--- src/design/esed_pkg.sv ---
`timescale 1ns / 1ps
// ----------------------------------------------------------------------------
// esed_pkg
// shared types, register indexes, reset values and the quadrature table
// ----------------------------------------------------------------------------
package esed_pkg;

    // register indexes on the configuration port
    localparam logic [2:0] REG_TORQUE_MAX        = 3'd0;
    localparam logic [2:0] REG_TORQUE_FAST_STEP  = 3'd1;
    localparam logic [2:0] REG_TORQUE_SLOW_STEP  = 3'd2;
    localparam logic [2:0] REG_SPEED_MAX         = 3'd3;
    localparam logic [2:0] REG_SPEED_FAST_STEP   = 3'd4;
    localparam logic [2:0] REG_SPEED_SLOW_STEP   = 3'd5;
    localparam logic [2:0] REG_FAST_WINDOW_US    = 3'd6;
    localparam logic [2:0] REG_BUTTON_HOLDOFF_US = 3'd7;

    // reset values (torque in hundredths of a newton metre)
    localparam logic [12:0] RST_TORQUE_MAX        = 13'd5000;
    localparam logic [9:0]  RST_TORQUE_FAST_STEP  = 10'd50;
    localparam logic [9:0]  RST_TORQUE_SLOW_STEP  = 10'd5;
    localparam logic [11:0] RST_SPEED_MAX         = 12'd3000;
    localparam logic [9:0]  RST_SPEED_FAST_STEP   = 10'd30;
    localparam logic [9:0]  RST_SPEED_SLOW_STEP   = 10'd3;
    localparam logic [19:0] RST_FAST_WINDOW_US    = 20'd25000;
    localparam logic [20:0] RST_BUTTON_HOLDOFF_US = 21'd200000;
    localparam logic [1:0]  RST_PREV_PINS         = 2'b11;

    typedef struct packed {
        logic [12:0] torque_max;
        logic [9:0]  torque_fast_step;
        logic [9:0]  torque_slow_step;
        logic [11:0] speed_max;
        logic [9:0]  speed_fast_step;
        logic [9:0]  speed_slow_step;
        logic [19:0] fast_window_us;
        logic [20:0] button_holdoff_us;
    } t_cfg;

    typedef enum logic [1:0] {
        DIR_HOLD,
        DIR_CW,
        DIR_CCW
    } t_dir;

    typedef enum logic [1:0] {
        EV_NONE,
        EV_UP,
        EV_DOWN
    } t_event;

    // classified word passed from front to back
    typedef struct packed {
        t_event event_kind;
        logic   fast;
        logic   step_channel;
        logic   out_channel;
    } t_qentry;

    // quadrature transition table, index is {previous a, previous b, a, b}
    function automatic t_dir quad_dir(input logic [3:0] idx);
        t_dir d;
        unique case (idx)
            4'd2, 4'd4, 4'd11, 4'd13: d = DIR_CW;
            4'd1, 4'd7, 4'd8, 4'd14:  d = DIR_CCW;
            default:                  d = DIR_HOLD;
        endcase
        return d;
    endfunction

endpackage

--- src/design/esed_front.sv ---
`timescale 1ns / 1ps
// ----------------------------------------------------------------------------
// esed_front
// accepts pin samples, counts detents and classifies each word
// ----------------------------------------------------------------------------
module esed_front (
    input  logic                 i_clk,
    input  logic                 i_rst_n,
    input  logic                 i_accept,
    input  logic                 i_pin_a,
    input  logic                 i_pin_b,
    input  logic                 i_button_level,
    input  logic [31:0]          i_time_us,
    input  esed_pkg::t_cfg       i_cfg,
    output esed_pkg::t_qentry    o_entry
);

    logic [1:0]        r_prev_pins;
    logic signed [3:0] r_detent;
    logic              r_channel;
    logic [31:0]       r_last_up;
    logic [31:0]       r_last_down;
    logic [31:0]       r_last_press;

    esed_pkg::t_dir     w_dir;
    logic signed [3:0]  w_sum;
    logic [31:0]        w_up_elapsed;
    logic [31:0]        w_down_elapsed;
    logic [31:0]        w_press_elapsed;
    logic               w_up;
    logic               w_down;
    logic               w_toggle;

    assign w_dir = esed_pkg::quad_dir({r_prev_pins, i_pin_a, i_pin_b});

    always_comb begin
        unique case (w_dir)
            esed_pkg::DIR_CW:  w_sum = r_detent + 4'sd1;
            esed_pkg::DIR_CCW: w_sum = r_detent - 4'sd1;
            default:           w_sum = r_detent;
        endcase
    end

    assign w_up   = (w_sum > 4'sd3);
    assign w_down = (w_sum < -4'sd3);

    assign w_up_elapsed    = i_time_us - r_last_up;
    assign w_down_elapsed  = i_time_us - r_last_down;
    assign w_press_elapsed = i_time_us - r_last_press;
    assign w_toggle        = !i_button_level &&
                             (w_press_elapsed > {11'd0, i_cfg.button_holdoff_us});

    always_comb begin
        o_entry.step_channel = r_channel;
        o_entry.out_channel  = r_channel ^ w_toggle;
        if (w_up) begin
            o_entry.event_kind = esed_pkg::EV_UP;
            o_entry.fast       = (w_up_elapsed < {12'd0, i_cfg.fast_window_us});
        end else if (w_down) begin
            o_entry.event_kind = esed_pkg::EV_DOWN;
            o_entry.fast       = (w_down_elapsed < {12'd0, i_cfg.fast_window_us});
        end else begin
            o_entry.event_kind = esed_pkg::EV_NONE;
            o_entry.fast       = 1'b0;
        end
    end

    always_ff @(posedge i_clk) begin
        if (!i_rst_n) begin
            r_prev_pins  <= esed_pkg::RST_PREV_PINS;
            r_detent     <= 4'sd0;
            r_channel    <= 1'b0;
            r_last_up    <= 32'd0;
            r_last_down  <= 32'd0;
            r_last_press <= 32'd0;
        end else if (i_accept) begin
            r_prev_pins <= {i_pin_a, i_pin_b};
            r_detent    <= (w_up || w_down) ? 4'sd0 : w_sum;
            if (w_up) begin
                r_last_up <= i_time_us;
            end
            if (w_down) begin
                r_last_down <= i_time_us;
            end
            if (w_toggle) begin
                r_channel    <= ~r_channel;
                r_last_press <= i_time_us;
            end
        end
    end

endmodule

--- src/design/esed_queue.sv ---
`timescale 1ns / 1ps
// ----------------------------------------------------------------------------
// esed_queue
// small register fifo between front and back
// ----------------------------------------------------------------------------
module esed_queue #(
    parameter int DEPTH = 2
) (
    input  logic              i_clk,
    input  logic              i_rst_n,
    input  logic              i_push,
    input  esed_pkg::t_qentry i_entry,
    input  logic              i_pop,
    output logic              o_full,
    output logic              o_valid,
    output esed_pkg::t_qentry o_head
);

    localparam int PTR_W = (DEPTH > 1) ? $clog2(DEPTH) : 1;
    localparam int CNT_W = $clog2(DEPTH + 1);
    localparam logic [PTR_W-1:0] LAST_PTR = PTR_W'(DEPTH - 1);
    localparam logic [CNT_W-1:0] FULL_CNT = CNT_W'(DEPTH);

    esed_pkg::t_qentry r_mem [DEPTH];
    logic [PTR_W-1:0]  r_wr_ptr;
    logic [PTR_W-1:0]  r_rd_ptr;
    logic [CNT_W-1:0]  r_count;
    logic              w_push;
    logic              w_pop;

    assign o_full  = (r_count == FULL_CNT);
    assign o_valid = (r_count != '0);
    assign o_head  = r_mem[r_rd_ptr];
    assign w_push  = i_push && !o_full;
    assign w_pop   = i_pop && o_valid;

    always_ff @(posedge i_clk) begin
        if (w_push) begin
            r_mem[r_wr_ptr] <= i_entry;
        end
    end

    always_ff @(posedge i_clk) begin
        if (!i_rst_n) begin
            r_wr_ptr <= '0;
            r_rd_ptr <= '0;
            r_count  <= '0;
        end else begin
            if (w_push) begin
                r_wr_ptr <= (r_wr_ptr == LAST_PTR) ? '0 : r_wr_ptr + 1'b1;
            end
            if (w_pop) begin
                r_rd_ptr <= (r_rd_ptr == LAST_PTR) ? '0 : r_rd_ptr + 1'b1;
            end
            if (w_push && !w_pop) begin
                r_count <= r_count + 1'b1;
            end else if (w_pop && !w_push) begin
                r_count <= r_count - 1'b1;
            end
        end
    end

endmodule

--- src/design/esed_back.sv ---
`timescale 1ns / 1ps
// ----------------------------------------------------------------------------
// esed_back
// applies detent steps and ceilings, holds the result word
// ----------------------------------------------------------------------------
module esed_back (
    input  logic              i_clk,
    input  logic              i_rst_n,
    input  logic              i_q_valid,
    input  esed_pkg::t_qentry i_q_head,
    output logic              o_pop,
    input  esed_pkg::t_cfg    i_cfg,
    output logic              o_out_valid,
    input  logic              i_out_stall,
    output logic [12:0]       o_torque_setpoint,
    output logic [11:0]       o_speed_setpoint,
    output logic              o_channel_select
);

    logic        r_out_valid;
    logic [12:0] r_torque;
    logic [11:0] r_speed;
    logic        r_channel;

    logic [12:0] n_torque;
    logic [12:0] w_speed_wide;
    logic [11:0] n_speed;
    esed_pkg::t_event w_torque_ev;
    esed_pkg::t_event w_speed_ev;

    // one detent step, then the ceiling
    function automatic logic [12:0] apply_step(
        input logic [12:0]      v,
        input logic [12:0]      mx,
        input logic [9:0]       st,
        input logic             fast,
        input esed_pkg::t_event ev
    );
        logic [13:0] sum;
        logic [12:0] res;
        sum = {1'b0, v} + {4'd0, st};
        unique case (ev)
            esed_pkg::EV_UP: begin
                if (sum <= {1'b0, mx}) res = sum[12:0];
                else res = fast ? mx : v;
            end
            esed_pkg::EV_DOWN: begin
                if (v >= {3'd0, st}) res = v - {3'd0, st};
                else res = fast ? 13'd0 : v;
            end
            default: res = v;
        endcase
        if (res >= mx) res = mx;
        return res;
    endfunction

    assign o_pop = i_q_valid && (!r_out_valid || !i_out_stall);

    assign w_torque_ev = i_q_head.step_channel ? esed_pkg::EV_NONE : i_q_head.event_kind;
    assign w_speed_ev  = i_q_head.step_channel ? i_q_head.event_kind : esed_pkg::EV_NONE;

    assign n_torque = apply_step(r_torque, i_cfg.torque_max,
                                 i_q_head.fast ? i_cfg.torque_fast_step
                                               : i_cfg.torque_slow_step,
                                 i_q_head.fast, w_torque_ev);
    assign w_speed_wide = apply_step({1'b0, r_speed}, {1'b0, i_cfg.speed_max},
                                     i_q_head.fast ? i_cfg.speed_fast_step
                                                   : i_cfg.speed_slow_step,
                                     i_q_head.fast, w_speed_ev);
    assign n_speed = w_speed_wide[11:0];

    always_ff @(posedge i_clk) begin
        if (!i_rst_n) begin
            r_out_valid <= 1'b0;
            r_torque    <= 13'd0;
            r_speed     <= 12'd0;
            r_channel   <= 1'b0;
        end else begin
            if (o_pop) begin
                r_out_valid <= 1'b1;
                r_torque    <= n_torque;
                r_speed     <= n_speed;
                r_channel   <= i_q_head.out_channel;
            end else if (!i_out_stall) begin
                r_out_valid <= 1'b0;
            end
        end
    end

    assign o_out_valid       = r_out_valid;
    assign o_torque_setpoint = r_torque;
    assign o_speed_setpoint  = r_speed;
    assign o_channel_select  = r_channel;

endmodule

--- src/design/encoder_setpoint_editor_core.sv ---
`timescale 1ns / 1ps
// ----------------------------------------------------------------------------
// encoder_setpoint_editor_core
// quadrature encoder setpoint editor with turn-speed dependent step size
// ----------------------------------------------------------------------------
// Each input word is one timestamped sample of encoder pins a and b and of the
// push button (low = pressed); each word gives exactly one result word with the
// torque setpoint (hundredths of a newton metre), the rpm setpoint and the
// channel being edited, all as they stand after that sample. Four quadrature
// transitions in one direction make a detent, which steps the edited channel
// by the fast step if the previous detent in that direction lies within
// fast_window_us, else by the slow step; fast steps clamp at 0 or the ceiling,
// slow steps that would cross a bound are dropped. A press toggles the channel
// at most once per button_holdoff_us. The block takes one word per clock,
// sustained, when the result side does not stall; a word's result goes from
// the front update into the queue at the accepting edge, then through the step
// and clamp in the back into the output register. The queue depth sets how
// many words the input may run ahead of a stalled output. Registers sit on an
// apb port at byte address 4*index and may only be changed while the block is
// idle.
// ----------------------------------------------------------------------------
module encoder_setpoint_editor_core #(
    parameter int QUEUE_DEPTH = 2
) (
    input  logic        i_clk,
    input  logic        i_rst_n,

    // sample words in
    input  logic        i_in_valid,
    output logic        o_in_stall,
    input  logic        i_pin_a,
    input  logic        i_pin_b,
    input  logic        i_button_level,
    input  logic [31:0] i_time_us,

    // result words out
    output logic        o_out_valid,
    input  logic        i_out_stall,
    output logic [12:0] o_torque_setpoint,
    output logic [11:0] o_speed_setpoint,
    output logic        o_channel_select,

    // configuration port
    input  logic        psel,
    input  logic        penable,
    input  logic        pwrite,
    input  logic [4:0]  paddr,
    input  logic [31:0] pwdata,
    output logic [31:0] prdata,
    output logic        pready
);

    esed_pkg::t_cfg    r_cfg;
    esed_pkg::t_qentry w_entry;
    esed_pkg::t_qentry w_head;
    logic              w_accept;
    logic              w_q_full;
    logic              w_q_valid;
    logic              w_pop;
    logic              w_cfg_write;
    logic [2:0]        w_reg_idx;

    // ------------------------------------------------------------------------
    // configuration registers
    // ------------------------------------------------------------------------
    assign pready      = 1'b1;
    assign w_reg_idx   = paddr[4:2];
    assign w_cfg_write = psel && penable && pwrite && pready;

    always_ff @(posedge i_clk) begin
        if (!i_rst_n) begin
            r_cfg.torque_max        <= esed_pkg::RST_TORQUE_MAX;
            r_cfg.torque_fast_step  <= esed_pkg::RST_TORQUE_FAST_STEP;
            r_cfg.torque_slow_step  <= esed_pkg::RST_TORQUE_SLOW_STEP;
            r_cfg.speed_max         <= esed_pkg::RST_SPEED_MAX;
            r_cfg.speed_fast_step   <= esed_pkg::RST_SPEED_FAST_STEP;
            r_cfg.speed_slow_step   <= esed_pkg::RST_SPEED_SLOW_STEP;
            r_cfg.fast_window_us    <= esed_pkg::RST_FAST_WINDOW_US;
            r_cfg.button_holdoff_us <= esed_pkg::RST_BUTTON_HOLDOFF_US;
        end else if (w_cfg_write) begin
            unique case (w_reg_idx)
                esed_pkg::REG_TORQUE_MAX:        r_cfg.torque_max        <= pwdata[12:0];
                esed_pkg::REG_TORQUE_FAST_STEP:  r_cfg.torque_fast_step  <= pwdata[9:0];
                esed_pkg::REG_TORQUE_SLOW_STEP:  r_cfg.torque_slow_step  <= pwdata[9:0];
                esed_pkg::REG_SPEED_MAX:         r_cfg.speed_max         <= pwdata[11:0];
                esed_pkg::REG_SPEED_FAST_STEP:   r_cfg.speed_fast_step   <= pwdata[9:0];
                esed_pkg::REG_SPEED_SLOW_STEP:   r_cfg.speed_slow_step   <= pwdata[9:0];
                esed_pkg::REG_FAST_WINDOW_US:    r_cfg.fast_window_us    <= pwdata[19:0];
                esed_pkg::REG_BUTTON_HOLDOFF_US: r_cfg.button_holdoff_us <= pwdata[20:0];
                default: ;
            endcase
        end
    end

    // read back, zero extended
    always_comb begin
        unique case (w_reg_idx)
            esed_pkg::REG_TORQUE_MAX:        prdata = {19'd0, r_cfg.torque_max};
            esed_pkg::REG_TORQUE_FAST_STEP:  prdata = {22'd0, r_cfg.torque_fast_step};
            esed_pkg::REG_TORQUE_SLOW_STEP:  prdata = {22'd0, r_cfg.torque_slow_step};
            esed_pkg::REG_SPEED_MAX:         prdata = {20'd0, r_cfg.speed_max};
            esed_pkg::REG_SPEED_FAST_STEP:   prdata = {22'd0, r_cfg.speed_fast_step};
            esed_pkg::REG_SPEED_SLOW_STEP:   prdata = {22'd0, r_cfg.speed_slow_step};
            esed_pkg::REG_FAST_WINDOW_US:    prdata = {12'd0, r_cfg.fast_window_us};
            esed_pkg::REG_BUTTON_HOLDOFF_US: prdata = {11'd0, r_cfg.button_holdoff_us};
            default:                         prdata = 32'd0;
        endcase
    end

    // ------------------------------------------------------------------------
    // front: detent counting, direction stamps, button holdoff
    // the front only stalls when the queue is full
    // ------------------------------------------------------------------------
    assign o_in_stall = w_q_full;
    assign w_accept   = i_in_valid && !w_q_full;

    esed_front u_front (
        .i_clk          (i_clk),
        .i_rst_n        (i_rst_n),
        .i_accept       (w_accept),
        .i_pin_a        (i_pin_a),
        .i_pin_b        (i_pin_b),
        .i_button_level (i_button_level),
        .i_time_us      (i_time_us),
        .i_cfg          (r_cfg),
        .o_entry        (w_entry)
    );

    // ------------------------------------------------------------------------
    // queue of classified words, lets front and back stall independently
    // ------------------------------------------------------------------------
    esed_queue #(
        .DEPTH (QUEUE_DEPTH)
    ) u_queue (
        .i_clk   (i_clk),
        .i_rst_n (i_rst_n),
        .i_push  (w_accept),
        .i_entry (w_entry),
        .i_pop   (w_pop),
        .o_full  (w_q_full),
        .o_valid (w_q_valid),
        .o_head  (w_head)
    );

    // ------------------------------------------------------------------------
    // back: setpoint arithmetic and the output register
    // ------------------------------------------------------------------------
    esed_back u_back (
        .i_clk             (i_clk),
        .i_rst_n           (i_rst_n),
        .i_q_valid         (w_q_valid),
        .i_q_head          (w_head),
        .o_pop             (w_pop),
        .i_cfg             (r_cfg),
        .o_out_valid       (o_out_valid),
        .i_out_stall       (i_out_stall),
        .o_torque_setpoint (o_torque_setpoint),
        .o_speed_setpoint  (o_speed_setpoint),
        .o_channel_select  (o_channel_select)
    );

    // ------------------------------------------------------------------------
    // assertions
    // ------------------------------------------------------------------------

    // the front never pushes into a full queue
    a_no_push_when_full: assert property (@(posedge i_clk) disable iff (!i_rst_n)
        w_q_full |-> !w_accept)
        else $error("word accepted while queue full");

    // a popped word always lands in the output register
    a_pop_gives_result: assert property (@(posedge i_clk) disable iff (!i_rst_n)
        w_pop |=> o_out_valid)
        else $error("popped word produced no result");

    // delivered setpoints never exceed their ceilings
    a_torque_ceiling: assert property (@(posedge i_clk) disable iff (!i_rst_n)
        o_out_valid |-> (o_torque_setpoint <= r_cfg.torque_max))
        else $error("torque setpoint above ceiling");

    a_speed_ceiling: assert property (@(posedge i_clk) disable iff (!i_rst_n)
        o_out_valid |-> (o_speed_setpoint <= r_cfg.speed_max))
        else $error("speed setpoint above ceiling");

endmodule
--- config.mk ---
export PLATFORM = sky130hd
export DESIGN_NAME = encoder_setpoint_editor_core
export DESIGN_NICKNAME = d
export VERILOG_FILES = /design/src/design/esed_pkg.sv /design/src/design/esed_front.sv /design/src/design/esed_queue.sv /design/src/design/esed_back.sv /design/src/design/encoder_setpoint_editor_core.sv
export SDC_FILE = /design/constraint.sdc
export NUM_CORES = 1
export LEC_CHECK = 0
export BUFFER_PORTS_ARGS = -buffer_cell sky130_fd_sc_hd__buf_2
export CAP_MARGIN = 0
export CORE_MARGIN = 8
export CORE_UTILIZATION = 65
export CTS_CLUSTER_SIZE = 8
export DETAILED_ROUTE_END_ITERATION = 8
export GPL_ROUTABILITY_DRIVEN = 0
export PLACE_DENSITY_LB_ADDON = 0.15
export SLEW_MARGIN = 25
export SYNTH_ARGS = -nofsm -noshare
export SYNTH_HDL_FRONTEND = slang
export SYNTH_HIERARCHICAL = 1
export SYNTH_SLANG_ARGS = --single-unit
--- constraint.sdc ---
create_clock -name i_clk -period 16.5 [get_ports i_clk]
set_input_delay 1.65 -clock i_clk [delete_from_list [all_inputs] [get_ports i_clk]]
set_output_delay 1.65 -clock i_clk [all_outputs]
set_load 0.005 [all_outputs]
==> results of run 1 <==
==> critical path, delay by kind of cell (launching register included) <==
family	cells	cell delay [ns]
compound gates	11	3.76
xor+xnor	1	0.20
fa+ha+maj	3	1.06
buf+inv	3	1.01
flops	1	0.42
mux	2	0.84
simple gates	8	1.82
==> through the flow <==
stage | std cells | setup WS, ns | instance area (µm²)
after floorplan | 3027 | 8.918 | 23000
after global placement | 3440 | 7.728 | 23370
after detailed placement | 3440 | 7.637 | 23380
after CTS | 3489 | 7.559 | 24380
after global routing | 3496 | 6.815 | 24400
final | 3496 | 7.235 | 24400
==> layer usage <==
| metal | share of wire [%] | vias to the layer above | GRT usage (%) |
|---|---|---|---|
| met5 | 0 | - | 0 |
| met2 | 48 | 1064 | 55.30 |
| met1 | 39 | 10500 | 37.21 |
| li1 | - | 10630 | - |
| met4 | 5.1 | 0 | 15.48 |
| met3 | 7.7 | 227 | 4.612 |
==> power by group through the flow <==
stage               clock, W  sequential, W  combinational (W)
floorplan                  0       0.000706            0.00107
global placement           0       0.000723            0.00134
detailed placement         0       0.000727            0.00139
CTS                 0.000691       0.000715            0.00140
global route        0.000717       0.000723            0.00157
finish              0.000682       0.000716            0.00145
==> registers in the layout, summed over array words and instances, names as in the netlist, named ones only <==
register                  count
u_front/r_last_up            32
u_front/r_last_down          32
u_front/r_last_press         32
u_front/r_detent              4
u_back/o_torque_setpoint     13
u_queue/r_count               2
u_front/r_prev_pins           2
r_cfg                       106
u_back/o_channel_select       1
u_back/o_speed_setpoint      12
u_front/r_channel             1
u_queue/r_rd_ptr              1
u_queue/r_mem                10
u_back/o_out_valid            1
u_queue/r_wr_ptr              1
==> layout make-up <==
type | count | area (µm²)
fillers | 2918 | 10740
flip-flops and latches | 251 | 5125
clock inverters | 3 | 41.29
inverters | 261 | 979.7
repair buffers | 126 | 666.9
multi-input cells | 2341 | 16040
well taps | 461 | 576.8
clock buffers | 46 | 959.7
diodes | 7 | 17.52
==> logic make-up after synthesis <==
family	after synthesis
DFF	251
buffers and inverters	435
muxes	138
xor gates and xnor gates	105
other	2
AOI/OAI and AO/OA	825
adders and majority gates	258
and+or+nand+nor	1003
==> cell usage after synthesis (23+ instances only) <==
cell	n	area share, %
xor2_1	43	1.6
a21o_1	64	2.1
o21ai_0	119	2.6
o211ai_1	31	1.0
nand2b_1	29	0.79
o21a_1	25	0.82
nand2_1	509	8.3
xnor2_1	62	2.4
nor3_1	33	0.72
mux2_2	29	1.4
nor2_1	158	2.6
dfxtp_1	241	21
a21boi_0	136	4.4
nand3_1	71	1.5
clkbuf_1	91	1.5
nor2b_1	32	0.87
ha_1	250	14
a221oi_1	23	0.88
mux2i_1	101	4.4
a21oi_1	175	3.8
and3_1	27	0.74
nand4_1	42	1.1
buf_4	29	0.95
inv_1	258	4.2
buf_2	39	0.85
==> placed cells by master, fill, tap and decap left out, drive strengths merged, types with 28 or more instances in the layout <==
cell | Yosys | routed
and3 | 28 | 28
nand2b | 29 | 29
a21o | 65 | 65
clkbuf | 92 | 46
nand2 | 509 | 509
xnor2 | 62 | 62
nand3 | 71 | 71
ha | 250 | 250
xor2 | 43 | 43
nand4 | 43 | 43
nor3 | 35 | 35
buf | 82 | 126
inv | 261 | 262
o211ai | 31 | 31
a21boi | 145 | 145
dfxtp | 241 | 241
nor2 | 161 | 161
o21ai | 132 | 132
mux2 | 36 | 36
a21oi | 177 | 177
nor2b | 33 | 33
mux2i | 101 | 101
==> worst paths after layout <==
path,startpoint,to,slack (ns)
worst max register to register,flip-flop,u_back/o_torque_setpoint[0],7.24
worst min register to register,u_front/r_last_press[13],u_front/r_last_press[13],0.46
worst min-delay path,u_front/r_last_press[13],u_front/r_last_press[13],0.46
worst max-delay path,flip-flop,u_back/o_torque_setpoint[0],7.24
==> results.txt, run 1 <==
----------------------------------------------------
[Status]
  Outcome ... complete, but fails checks
  Violations in the final reports ... DRC

[Die]
  Core box area ... 35140 µm²
  Vertical die dimension ... 203.9 µm
  Initial cell density of the core ... 65.34%
  Ports placed on the boundary ... 140
  Die outline width ... 203.9 µm
  Die Footprint ... 41590 µm²
  Row count ... 69

[Clocking]
  Buffer levels on the longest clock path ... 3
  Num Clock Sinks ... 251
  Count of instances resized after the clock tree is built ... 0
  Number of buffers created by CTS ... 37
  Clock tree from TritonCTS ... done
  CTS H-tree lvls ... 2
  Clock latency reported for the late side of the worst-skew pair ... 0.54 ns
  Setup bufs post-CTS ... 0
  Clock-pin slew reported for the worst setup and hold paths after clock tree synthesis ... 0.05 ns
  Number of hold buffers added after cts ... 0
  Clock tree root buffer cell ... clkbuf_16

[STA]
  Slew @ Worst Pin ... 1.111 ns
  Rel. slew slack ... 24.96%
  Setup total negative slack ... 0 ns
  Final Hold Slack ... 0.4569 ns
  Hold violation count in the final report ... 0
  Highest achievable clock rate ... 0.1079 GHz
  Final critical-path required period ... 9.265 ns
  Worst clock skew on the final layout ... 0.02666 ns
  Period utilisation layout ... 56.15%
  Count of final max-slew check failures ... 0
  Final Setup Violations ... 0
  Setup repair after global routing missed its margin ... no

[Pwr]
  Peak ir drop on the vdd network ... 0.09939 mV
  Overall power consumption ... 0.002845 W
  Sequential group share of total power ... 25.2%
  Internal power summed over all cells ... 0.001630 W
  Part of the power in the clock network ... 24.0%
  Leakage power total ... 10.31 nW
  Switching power share of the total ... 42.71%
  Power density normalized to cell area ... 116.6 nW/µm²
  Combinational power share ... 50.9%
  Sw power ... 0.001215 W

[Global route]
  Aggregate global-route resource usage ... 31.51%
  Pin count of the biggest net entering global routing ... 103
  Number of antenna violations at the first check in global routing ... 7
  Via count of the first global-routing pass ... 21150
  Remaining Overflow, GRT ... 0
  Global-route wire length before repair ... 108.6 mm

[Yosys]
  Primary FF master, synth ... dfxtp_1
  Compound-gate portion of the synthesized area ... 24.85%
  Area share of fa/ha/maj cells after synthesis ... 14.32%
  Proportion of synthesized area in mux cells ... 6.267%
  Combinational family with the most area after synthesis ... compound AO/OA/AOI/OAI gates
  Synth Warn # ... 6
  Xor/xnor share of the synthesized area ... 4.005%
  Simple-gate share of the synthesized area ... 20.12%
  Flop and latch count out of synthesis ... 251
  Mapped Cells ... 3017
  Proportion of synthesized chip area in sequential cells ... 22.32%
  Synth Area per Inst ... 7.610 µm²
  Share of synthesized registers carrying an async set or reset ... 0%
  Number of flops mapped to enable cells by yosys ... 10
  Area of the mapped netlist ... 22960 µm²
  Number of unique standard cell types used by synthesis ... 109

[Detailed routing]
  Vias ... 22410
  DRC violation count after routing ... 1
  Detail-routed via count per cell ... 6.411
  Average wire per cell in the routed design ... 19.57 µm
  Length of the first detailed-routing pass in iterations ... 9
  Number of routed nets with antenna violations ... 0
  Routed wire length ... 68.43 mm
  Starting DRT DRC Count ... 1883

[Critical path]
  Top fanout value on the critical path ... 50
  Critical setup path kind ... reg2reg
  Most frequent cell on the critical path ... o21ai_0
  R2R depth ... 28
  Endpoint class of the critical path ... flip-flop
  Data required time of the critical path ... 16.95 ns
  Slowest stage delay, CP ... 0.75 ns
  Critical path data arrival time ... 9.71 ns
  Type of element launching the critical path ... flip-flop
  Cell type of the slowest stage on the worst timing path ... a31oi_1

[Run]
  Max Cap Violations ... 0

[Cells and area]
  Area Overhead vs Synth ... 6.284%
  Fin nets ... 3355
  Finished Core Util ... 69.45%
  Fraction of layout instances using a drive strength above 1 ... 8.190%

[Hold path]
  Min-Delay Path Depth ... 2
  Type of the most critical hold path ... reg2reg

[Placement]
  Count of buffers inserted at the top-level ports ... 114
  Dpl hpwl ... 51.59 mm

----------------------------------------------------
Note: power is estimated with default switching activity, not from simulation.
==> run 2, diff against run 1 <==
--- a/config.mk
+++ b/config.mk
@@ -8,7 +8,7 @@
 export BUFFER_PORTS_ARGS = -buffer_cell sky130_fd_sc_hd__buf_2
 export CAP_MARGIN = 0
 export CORE_MARGIN = 8
-export CORE_UTILIZATION = 65
+export CORE_UTILIZATION = 57
 export CTS_CLUSTER_SIZE = 8
 export DETAILED_ROUTE_END_ITERATION = 8
 export GPL_ROUTABILITY_DRIVEN = 0
==> constraint.sdc (replaced) <==
create_clock -name i_clk -period 7.55 [get_ports i_clk]
set_input_delay 0.755 -clock i_clk [delete_from_list [all_inputs] [get_ports i_clk]]
set_output_delay 0.755 -clock i_clk [all_outputs]
set_load 0.005 [all_outputs]
==> run 2 against run 1 <==
Net effect: the run now ends clean; total power up 120%; final cell count rose by 2.2%; non-clock buffer count rose by 18; sequential cell count stayed put; first-iteration DRC count increased by 2.1%; maximum frequency is 27% higher; sequential power increased by 120%; global-route usage decreased by 3.3 points; register-to-register slack got worse by 7.0 ns; combinational power rose by 120%; clock power is 120% higher.
==> results.txt, run 2 (synthesized netlist as in run 1, its figures left out) <==
----------------------------------------------------
[Clocking]
  Number of hold buffers added after cts ... 0
  Num Clock Sinks ... 251
  Clock tree root buffer cell ... clkbuf_16
  CTS H-tree lvls ... 2
  Clock tree from TritonCTS ... done
  Clock latency reported for the late side of the worst-skew pair ... 0.55 ns
  Number of buffers created by CTS ... 37
  Clock-pin slew reported for the worst setup and hold paths after clock tree synthesis ... 0.05 ns
  Buffer levels on the longest clock path ... 3

[Critical path]
  Critical setup path kind ... reg2reg
  Endpoint class of the critical path ... flip-flop
  Total stage count of the critical path ... 27
  Slowest stage delay, CP ... 0.45 ns
  Buffering stage count on the worst path with inverters included ... 2
  Most frequent cell on the critical path ... ha_1
  Data required time of the critical path ... 7.95 ns
  Type of element launching the critical path ... flip-flop
  Reg-to-reg setup timing slack ... 0.23 ns
  Cell type of the slowest stage on the worst timing path ... a2111oi_0
  Top fanout value on the critical path ... 39
  Kind of cell with the highest combined delay on the critical path ... compound AO/OA/AOI/OAI gates
  CP endpoint ... u_back/o_speed_setpoint[2]
  Critical path data arrival time ... 7.72 ns
  Destination of the worst register-to-register timing path ... u_back/o_speed_setpoint[2]
  R2R depth ... 27

[Placement]
  Count of buffers inserted at the top-level ports ... 114
  Dpl hpwl ... 52.86 mm
  Post-Place Cells ... 3522

[Detailed routing]
  Length of the first detailed-routing pass in iterations ... 6
  Detail-routed via count per cell ... 6.226
  Met3 wirelength from detailed routing ... 4.590 mm
  Length of routed met2 wiring ... 32.48 mm
  Uppermost signal routing layer after detailed routing ... met4
  Routed metal-1 wire length ... 28.47 mm
  Average wire per cell in the routed design ... 19.30 µm
  Routed wire length ... 68.96 mm
  Number of routed nets with antenna violations ... 0
  DRC violation count after routing ... 0
  Starting DRT DRC Count ... 1923
  Vias ... 22240

[Pwr]
  Overall power consumption ... 0.006281 W
  Power density normalized to cell area ... 255.0 nW/µm²
  Leakage power total ... 10.40 nW
  Peak ir drop on the vdd network ... 0.1960 mV

[Cells and area]
  Commonest cells after routing, fill and taps aside ... 507 x nand2_1, 258 x inv_1, 250 x ha_1
  Post-layout instance count excluding filler cells ... 3572
  Fraction of layout instances using a drive strength above 1 ... 8.933%
  Number of filler cells placed in the layout ... 3604
  Most common cell after layout, fill and taps aside ... nand2_1
  Fin nets ... 3373
  Top register by number of flip-flops ... r_cfg
  Area Overhead vs Synth ... 7.291%
  Max FFs per register ... 106

[Die]
  Die Footprint ... 46960 µm²
  Die outline width ... 216.7 µm
  Vertical die dimension ... 216.7 µm
  Core box area ... 39730 µm²
  Row count ... 73
  Ports placed on the boundary ... 140
  Initial cell density of the core ... 57.79%

[Global route]
  Global-route wire length before repair ... 109.9 mm
  Remaining Overflow, GRT ... 0
  Number of antenna violations at the first check in global routing ... 3
  Pin count of the biggest net entering global routing ... 108
  Via count of the first global-routing pass ... 21170
  Aggregate global-route resource usage ... 28.26%

[Status]
  Outcome ... finished clean

[STA]
  Setup repair after global routing missed its margin ... no
  Setup total negative slack ... 0 ns
  Final critical-path required period ... 7.321 ns
  Worst clock skew on the final layout ... 0.01408 ns
  Slew @ Worst Pin ... 1.002 ns
  Hold violation count in the final report ... 0
  Final Setup Violations ... 0
  Count of final max-slew check failures ... 0
  Highest achievable clock rate ... 0.1366 GHz
  Rel. slew slack ... 32.94%
  Period utilisation layout ... 96.96%
  Final Hold Slack ... 0.4392 ns

[Run]
  Max Cap Violations ... 0

[Hold path]
  Type of the most critical hold path ... in2reg

----------------------------------------------------
[run 2: area by class of cell]
type | count | area, µm² | share of cell area (%)
sequential | 251 | 5125 | 20.80
clock buffer | 45 | 955.9 | 3.881
timing repair buffer | 144 | 814.5 | 3.307
tap | 525 | 656.9 | 2.667
antenna | 2 | 5.005 | 0.02032
clock inverter | 3 | 37.54 | 0.1524
multi-input combinational | 2341 | 16060 | 65.19
inverter | 261 | 979.7 | 3.977
[run 2: how the worst min path moves through the flow]
stage / start / endpoint / slack [ns] / cells after the start
2_1_floorplan: u_front/r_last_press[10] / u_front/r_last_press[10] / 0.43 / 2
3_3_place_gp: u_front/r_last_press[14] / u_front/r_last_press[14] / 0.44 / 2
3_5_place_dp: u_front/r_last_press[19] / u_front/r_last_press[19] / 0.45 / 2
4_1_cts: pwdata[16] / r_cfg[16] / 0.41 / 3
5_1_grt: pwdata[16] / r_cfg[16] / 0.44 / 3
6_report: pwdata[14] / r_cfg[35] / 0.44 / 3
[run 2: tightest hold or removal path: stages]
cell and delay [ns]:
buf_2 0.09, nand2_1 0.04, nand3_1 0.07
[run 2: layer usage]
metal  vias up  global-route usage (%)
met2       861                   48.29
met3       200                   3.983
met1     10510                   34.69
met5         -                       0
li1      10670                       -
met4         0                   13.48
[run 2: where the power goes]
part | internal, W | switching, W
Clock | 0.000883 | 0.000622
Combinational | 0.00127 | 0.00194
Sequential | 0.00144 | 0.000126
Total | 0.00359 | 0.00269
[run 2: timing repair]
| action | CTS | global route |
|---|---|---|
| setup endpoints to repair | 0 | 13 |
| buffers inserted | 0 | 0 |
| resized for setup | 0 | 7 |
[run 2: metrics by stage]
step                      setup slack, ns  area [µm²]  utilization (%)
after floorplan                   0.04542       23000                -
after global placement             0.3221       23600            59.40
after detailed placement           0.2607       23610            59.43
after CTS                          0.2391       24610            61.93
after global routing              0.02583       24630            62.00
final                              0.2292       24630            62.00
